==> src/resonant_lowpass_highpass_cascade_defines.svh <==
// Assertion macros used by the top-level RTL.
`ifndef RESONANT_LOWPASS_HIGHPASS_CASCADE_DEFINES_SVH
`define RESONANT_LOWPASS_HIGHPASS_CASCADE_DEFINES_SVH

`ifndef SYNTHESIS

// antecedent implies consequent in the same cycle
`define RLHC_ASSERT_SAME(lbl, ck, rn, ante, cons, msg) \
	lbl: assert property (@(posedge ck) disable iff (!rn) (ante) |-> (cons)) else $error(msg);

// antecedent implies consequent in the following cycle
`define RLHC_ASSERT_NEXT(lbl, ck, rn, ante, cons, msg) \
	lbl: assert property (@(posedge ck) disable iff (!rn) (ante) |=> (cons)) else $error(msg);

`else

`define RLHC_ASSERT_SAME(lbl, ck, rn, ante, cons, msg)
`define RLHC_ASSERT_NEXT(lbl, ck, rn, ante, cons, msg)

`endif

`endif

==> src/rlhc_pkg.sv <==
package rlhc_pkg;

	// filter_mode codes
	localparam logic [1:0] MODE_BYPASS = 2'd0;
	localparam logic [1:0] MODE_HP     = 2'd1;
	localparam logic [1:0] MODE_LP     = 2'd2;
	localparam logic [1:0] MODE_BP     = 2'd3;

	// register indexes on the config port
	localparam int unsigned      CFG_IDX_W   = 3;
	localparam logic [CFG_IDX_W-1:0] REG_MODE    = 3'd0;
	localparam logic [CFG_IDX_W-1:0] REG_LP_CUT  = 3'd1;
	localparam logic [CFG_IDX_W-1:0] REG_LP_DAMP = 3'd2;
	localparam logic [CFG_IDX_W-1:0] REG_HP_CUT  = 3'd3;
	localparam logic [CFG_IDX_W-1:0] REG_HP_DAMP = 3'd4;

	// register reset values
	localparam logic [1:0]  RST_MODE    = MODE_BP;
	localparam logic [23:0] RST_LP_CUT  = 24'd2516582;
	localparam logic [23:0] RST_LP_DAMP = 24'd13421773;
	localparam logic [23:0] RST_HP_CUT  = 24'd167772;
	localparam logic [23:0] RST_HP_DAMP = 24'd16609444;

	// microprogram counter width
	localparam int unsigned UPC_W = 3;

	// multiplier B operand source
	typedef enum logic [1:0] {
		B_BAND,
		B_SECOND,
		B_DIFF
	} bsel_t;

	// one control word of the microprogram
	typedef struct packed {
		logic  a_cut;     // 1: cutoff coef, 0: damping coef
		bsel_t b_sel;
		logic  wr_band;   // write first state from acc + prod
		logic  wr_second; // write second state and next x
		logic  last;      // end of one filter stage
	} ucode_t;

	typedef enum logic [1:0] {
		SEQ_IDLE,
		SEQ_RUN,
		SEQ_FINISH
	} seq_state_t;

	// sequencer to datapath / top
	typedef struct packed {
		logic   idle;
		logic   load_x;
		logic   hp;
		ucode_t uw;
		logic   finish;
		logic   out_load;
	} ctrl_t;

	// Per stage: product pipeline prod_q -> acc_q, state written from acc_q + prod_q.
	//   0: damp*first
	//   1: cut*(x - second)
	//   2: first <= sum; damp*second
	//   3: cut*first (new)
	//   4: second <= sum; x updated; end of stage
	function automatic ucode_t ucode_rom(input logic [UPC_W-1:0] upc);
		ucode_t w;
		w = '{a_cut: 1'b0, b_sel: B_BAND, wr_band: 1'b0, wr_second: 1'b0, last: 1'b0};
		unique case (upc)
			3'd0: w = '{a_cut: 1'b0, b_sel: B_BAND,   wr_band: 1'b0, wr_second: 1'b0,
				last: 1'b0};
			3'd1: w = '{a_cut: 1'b1, b_sel: B_DIFF,   wr_band: 1'b0, wr_second: 1'b0,
				last: 1'b0};
			3'd2: w = '{a_cut: 1'b0, b_sel: B_SECOND, wr_band: 1'b1, wr_second: 1'b0,
				last: 1'b0};
			3'd3: w = '{a_cut: 1'b1, b_sel: B_BAND,   wr_band: 1'b0, wr_second: 1'b0,
				last: 1'b0};
			3'd4: w = '{a_cut: 1'b0, b_sel: B_BAND,   wr_band: 1'b0, wr_second: 1'b1,
				last: 1'b1};
			default: w = '{a_cut: 1'b0, b_sel: B_BAND, wr_band: 1'b0, wr_second: 1'b0,
				last: 1'b1};
		endcase
		return w;
	endfunction

endpackage

==> src/rlhc_sequencer.sv <==
module rlhc_sequencer
	import rlhc_pkg::*;
(
	input  logic       clk,
	input  logic       arst_n,
	input  logic       in_valid,
	input  logic [1:0] mode,
	input  logic       out_free,
	output ctrl_t      ctrl
);

	seq_state_t       state_q, state_d;
	logic [UPC_W-1:0] upc_q, upc_d;
	logic             hp_q, hp_d;
	ucode_t           uw;

	assign uw = ucode_rom(upc_q);

	// state, step counter and stage select
	always_ff @(posedge clk or negedge arst_n) begin
		if (!arst_n) begin
			state_q <= SEQ_IDLE;
			upc_q   <= '0;
			hp_q    <= 1'b0;
		end else begin
			state_q <= state_d;
			upc_q   <= upc_d;
			hp_q    <= hp_d;
		end
	end

	// next state and control outputs
	always_comb begin
		state_d       = state_q;
		upc_d         = upc_q;
		hp_d          = hp_q;
		ctrl.idle     = 1'b0;
		ctrl.load_x   = 1'b0;
		ctrl.hp       = hp_q;
		ctrl.uw       = '{a_cut: 1'b0, b_sel: B_BAND, wr_band: 1'b0, wr_second: 1'b0,
			last: 1'b0};
		ctrl.finish   = 1'b0;
		ctrl.out_load = 1'b0;
		unique case (state_q)
			SEQ_IDLE: begin
				ctrl.idle = 1'b1;
				if (in_valid) begin
					ctrl.load_x = 1'b1;
					upc_d       = '0;
					hp_d        = (mode == MODE_HP);
					state_d     = (mode == MODE_BYPASS) ? SEQ_FINISH : SEQ_RUN;
				end
			end
			SEQ_RUN: begin
				ctrl.uw = uw;
				upc_d   = upc_q + 1'b1;
				if (uw.last) begin
					upc_d = '0;
					// lowpass done and bandpass selected: run the highpass next
					if (!hp_q && mode == MODE_BP) begin
						hp_d = 1'b1;
					end else begin
						state_d = SEQ_FINISH;
					end
				end
			end
			SEQ_FINISH: begin
				ctrl.finish = 1'b1;
				if (out_free) begin
					ctrl.out_load = 1'b1;
					state_d       = SEQ_IDLE;
				end
			end
			default: begin
				state_d = SEQ_IDLE;
			end
		endcase
	end

endmodule

==> config.mk <==
export PLATFORM = sky130hd
export DESIGN_NAME = rlhc_sequencer
export DESIGN_NICKNAME = d
export VERILOG_FILES = /design/src/resonant_lowpass_highpass_cascade_defines.svh /design/src/rlhc_pkg.sv /design/src/rlhc_sequencer.sv
export SDC_FILE = /design/constraint.sdc
export NUM_CORES = 1
export LEC_CHECK = 0
export ABC_AREA = 1
export BUFFER_PORTS_ARGS = -buffer_cell sky130_fd_sc_hd__buf_2
export CAP_MARGIN = 15
export CORE_AREA = 2 2 39 41
export CTS_BUF_LIST = sky130_fd_sc_hd__clkbuf_2
export DETAILED_ROUTE_END_ITERATION = 16
export DIE_AREA = 0 0 41 43
export PLACE_DENSITY = 0.72
export SLEW_MARGIN = 5
export SYNTH_ARGS = -nofsm -noshare
export SYNTH_HDL_FRONTEND = slang
export SYNTH_SLANG_ARGS = --single-unit
==> constraint.sdc <==
create_clock -name clk -period 3 [get_ports clk]
set_input_delay 0.3 -clock clk [delete_from_list [all_inputs] [get_ports clk]]
set_output_delay 0.3 -clock clk [all_outputs]
set_load 0.01 [all_outputs]
==> flow_metrics.env <==
export IMPL_end_kind="primary output"
export IMPL_ys_types=21
export IMPL_ant_nets=0
export IMPL_r2r_cells=8
export IMPL_gp_congestion=0.769
export IMPL_detail_route_vias_per_cell=4.69
export IMPL_routed_wirelength_um=979
export IMPL_ys_warn_count=0
export IMPL_clockRootBuffer="clkbuf_2"
export IMPL_path_class="reg -> out"
export IMPL_max_freq_mhz=576
export IMPL_r2r_end="upc_q[1]$_DFFE_PN0P_"
export IMPL_power_switching_w=0.000289
export IMPL_min_path_type="in -> reg"
export IMPL_power_frac_seq=0.270
export IMPL_cts_sinks=6
export IMPL_setup_tns_ns=0
export IMPL_htreeDepth=1
export IMPL_final_min_clock_period_ns=1.74
export IMPL_setup_ws_ns=1.26
export IMPL_stdcell_area_um2=608
export IMPL_clock_latency_ns=0.23
export IMPL_die_w_um=41
export IMPL_area_growth_pct=22.1
export IMPL_globalRouteTotalUtil=0.138
export IMPL_power_total_w=0.000566
export IMPL_peakVddDrop_v=0.000511
export IMPL_dpl_worst_slack_ns=1.49
export IMPL_fin_skew_ns=0.0134
export IMPL_path_max_fanout=4
export IMPL_hold_buffers=1
export IMPL_antenna_found_initial=0
export IMPL_n_antenna_cell=0
export IMPL_crit_reg2reg_launch="upc_q[0]$_DFFE_PN0P_"
export IMPL_finish_utilization=0.439
export IMPL_drtPass1Iterations=4
export IMPL_overflow=0
export IMPL_syn_area_um2=498
export IMPL_power_frac_clock=0.102
export IMPL_rsz0062_at_grt="no"
export IMPL_path_clk_slew_ns=0.05
export IMPL_maxCapViolCount=0
export IMPL_dp_hpwl_um=808
export IMPL_wl_per_cell_um=9.60
export IMPL_holdPathStages=4
export IMPL_cp_arrival_ns=1.44
export IMPL_cts_resized=0
export IMPL_start_kind="flop"
export IMPL_clk_path_buf_depth=2
export IMPL_portBuffers=16
export IMPL_slew_viol_final=0
export IMPL_placed_area_um2=583
export IMPL_cp_required_ns=2.70
export IMPL_grt_pass1_vias=412
export IMPL_final_hold_violation_count=0
export IMPL_post_cts_buffers=0
export IMPL_drt_iter0_markers=6
export IMPL_period_share=0.579
export IMPL_synth_seq_cells=6
export IMPL_vias=478
export IMPL_rrSetupSlack_ns=1.66
export IMPL_seq_area_frac_synth=0.302
export IMPL_power_density_nw_per_um2=932
export IMPL_initial_core_util=0.360
export IMPL_nFillCells=141
export IMPL_core_um2=1380
export IMPL_cts_tree="done"
export IMPL_drcViolationCount=0
export IMPL_final_nets=99
export IMPL_p_leak_nw=0.344
export IMPL_power_frac_comb=0.629
export IMPL_worstHoldStart="out_free"
export IMPL_crit_path_end="ctrl[2]"
export IMPL_rows=14
export IMPL_numCtsBuffers=3
export IMPL_swShare=0.510
export IMPL_startpoint="upc_q[0]$_DFFE_PN0P_"
export IMPL_io_pins=17
export IMPL_synth_nets=79
export IMPL_grt_pass1_wl_mm=1.66
export IMPL_maxSlewHeadroom=0.836
export IMPL_outcome="finished clean"
export IMPL_avgSynthCellArea_um2=7.32
export IMPL_worst_slew_pin_slew_ns=0.246
export IMPL_netlist_instances=68
export IMPL_intPower_w=0.000278
export IMPL_die_area_um2=1760
export IMPL_drive_gt1_frac=0.349
export IMPL_fp_dieH_um=43
export IMPL_setup_viol=0
export IMPL_grt_max_degree=8
-- sequential cells by signal, indices dropped and copies added (netlist names) --
register	count
hp_q	1
state_q	2
upc_q	3
-- cells by family (layout without fill, tap and decap cells) --
group,count (synthesis),after routing,synth area share
adders and majority gates,5,5,0.126
DFF,6,6,0.301
and+or+nand+nor,31,31,0.319
buffers and inverters,15,33,0.128
AOI/OAI and AO/OA,11,11,0.126
-- Yosys cell counts --
master    number  area, um^2
o21ai_2        1        8.76
nor2_4         1        11.3
nor2_2         2        12.5
ha_1           5        62.6
dfrtp_1        6         150
buf_4          2        15.0
nor2_1         6        22.5
nand3_1        1        5.00
nand4_1        2        12.5
nor3_1         1        5.00
o22ai_1        1        6.26
a21oi_1        5        25.0
o21ai_1        2        10.0
nand3_4        1        17.5
nand3_2        1        10.0
o21ai_0        1        5.00
inv_2          4        15.0
o211ai_1       1        7.51
nand2_1       15        56.3
inv_1          9        33.8
nand2_2        1        6.26
-- power by group through the flow --
stage	clock network, W	registers [W]	logic (W)
2_1_floorplan	0	0.000147	0.000280
3_3_place_gp	0	0.000151	0.000352
3_5_place_dp	0	0.000152	0.000356
4_1_cts	0.0000598	0.000153	0.000358
5_1_grt	0.0000641	0.000158	0.000408
6_report	0.0000575	0.000153	0.000356
-- routing by layer --
metal | vias to the layer above | routed length, um | track usage | part of all wire
met5 | - | 0 | 0 | 0
met4 | 0 | 0 | 0.0800 | 0
met3 | 0 | 44 | 0.0314 | 0.045
met2 | 13 | 473 | 0.178 | 0.48
met1 | 211 | 461 | 0.203 | 0.47
li1 | 254 | - | - | -
-- through the flow --
| stage | instances | hold WS, ns |
|---|---|---|
| finish | 102 | 0.371 |
| global route | 102 | 0.376 |
| global placement | 98 | 0.130 |
| CTS | 102 | 0.365 |
| floorplan | 68 | 0.00441 |
| detailed placement | 98 | 0.133 |
-- cells in the final DEF (no fill, tap or decap) --
| master | count |
|---|---|
| nand3_1 | 1 |
| nand2_1 | 15 |
| buf_2 | 16 |
| o21ai_2 | 1 |
| o22ai_1 | 1 |
| o21ai_0 | 1 |
| o211ai_1 | 1 |
| o21ai_1 | 2 |
| ha_1 | 5 |
| inv_2 | 4 |
| dfrtp_1 | 6 |
| nor3_1 | 1 |
| nand3_4 | 1 |
| nand4_1 | 2 |
| nor2_1 | 6 |
| a21oi_1 | 5 |
| clkbuf_2 | 3 |
| nand2_2 | 1 |
| nand3_2 | 1 |
| dlygate4sd3_1 | 1 |
| nor2_2 | 2 |
| nor2_4 | 1 |
| inv_1 | 9 |
-- how the worst min path moves through the flow --
| stage | to | slack (ns) |
|---|---|---|
| after floorplan | hp_q$_DFFE_PN0P_ | 0.004 |
| after global placement | state_q[0]$_DFFE_PN0P_ | 0.13 |
| after detailed placement | state_q[0]$_DFFE_PN0P_ | 0.13 |
| final | state_q[1]$_DFFE_PN0P_ | 0.37 |
| after global routing | state_q[1]$_DFFE_PN0P_ | 0.38 |
| after CTS | state_q[1]$_DFFE_PN0P_ | 0.37 |
-- layout make-up --
type | count | area (um^2) | share of cell area
clock buffer | 3 | 15.0 | 0.0247
multi-input combinational | 47 | 284 | 0.467
inverter | 13 | 48.8 | 0.0802
tap | 16 | 20.0 | 0.0329
sequential | 6 | 150 | 0.247
timing repair buffer | 17 | 90.1 | 0.148
-- worst max-delay path: stages, from the launching register on --
cell and delay [ns]:
dfrtp_1 0.38, inv_1 0.10, ha_1 0.22, a21oi_1 0.12
nand2_1 0.13, a21oi_1 0.14, buf_2 0.14
Power figures use the tool's default switching activity.
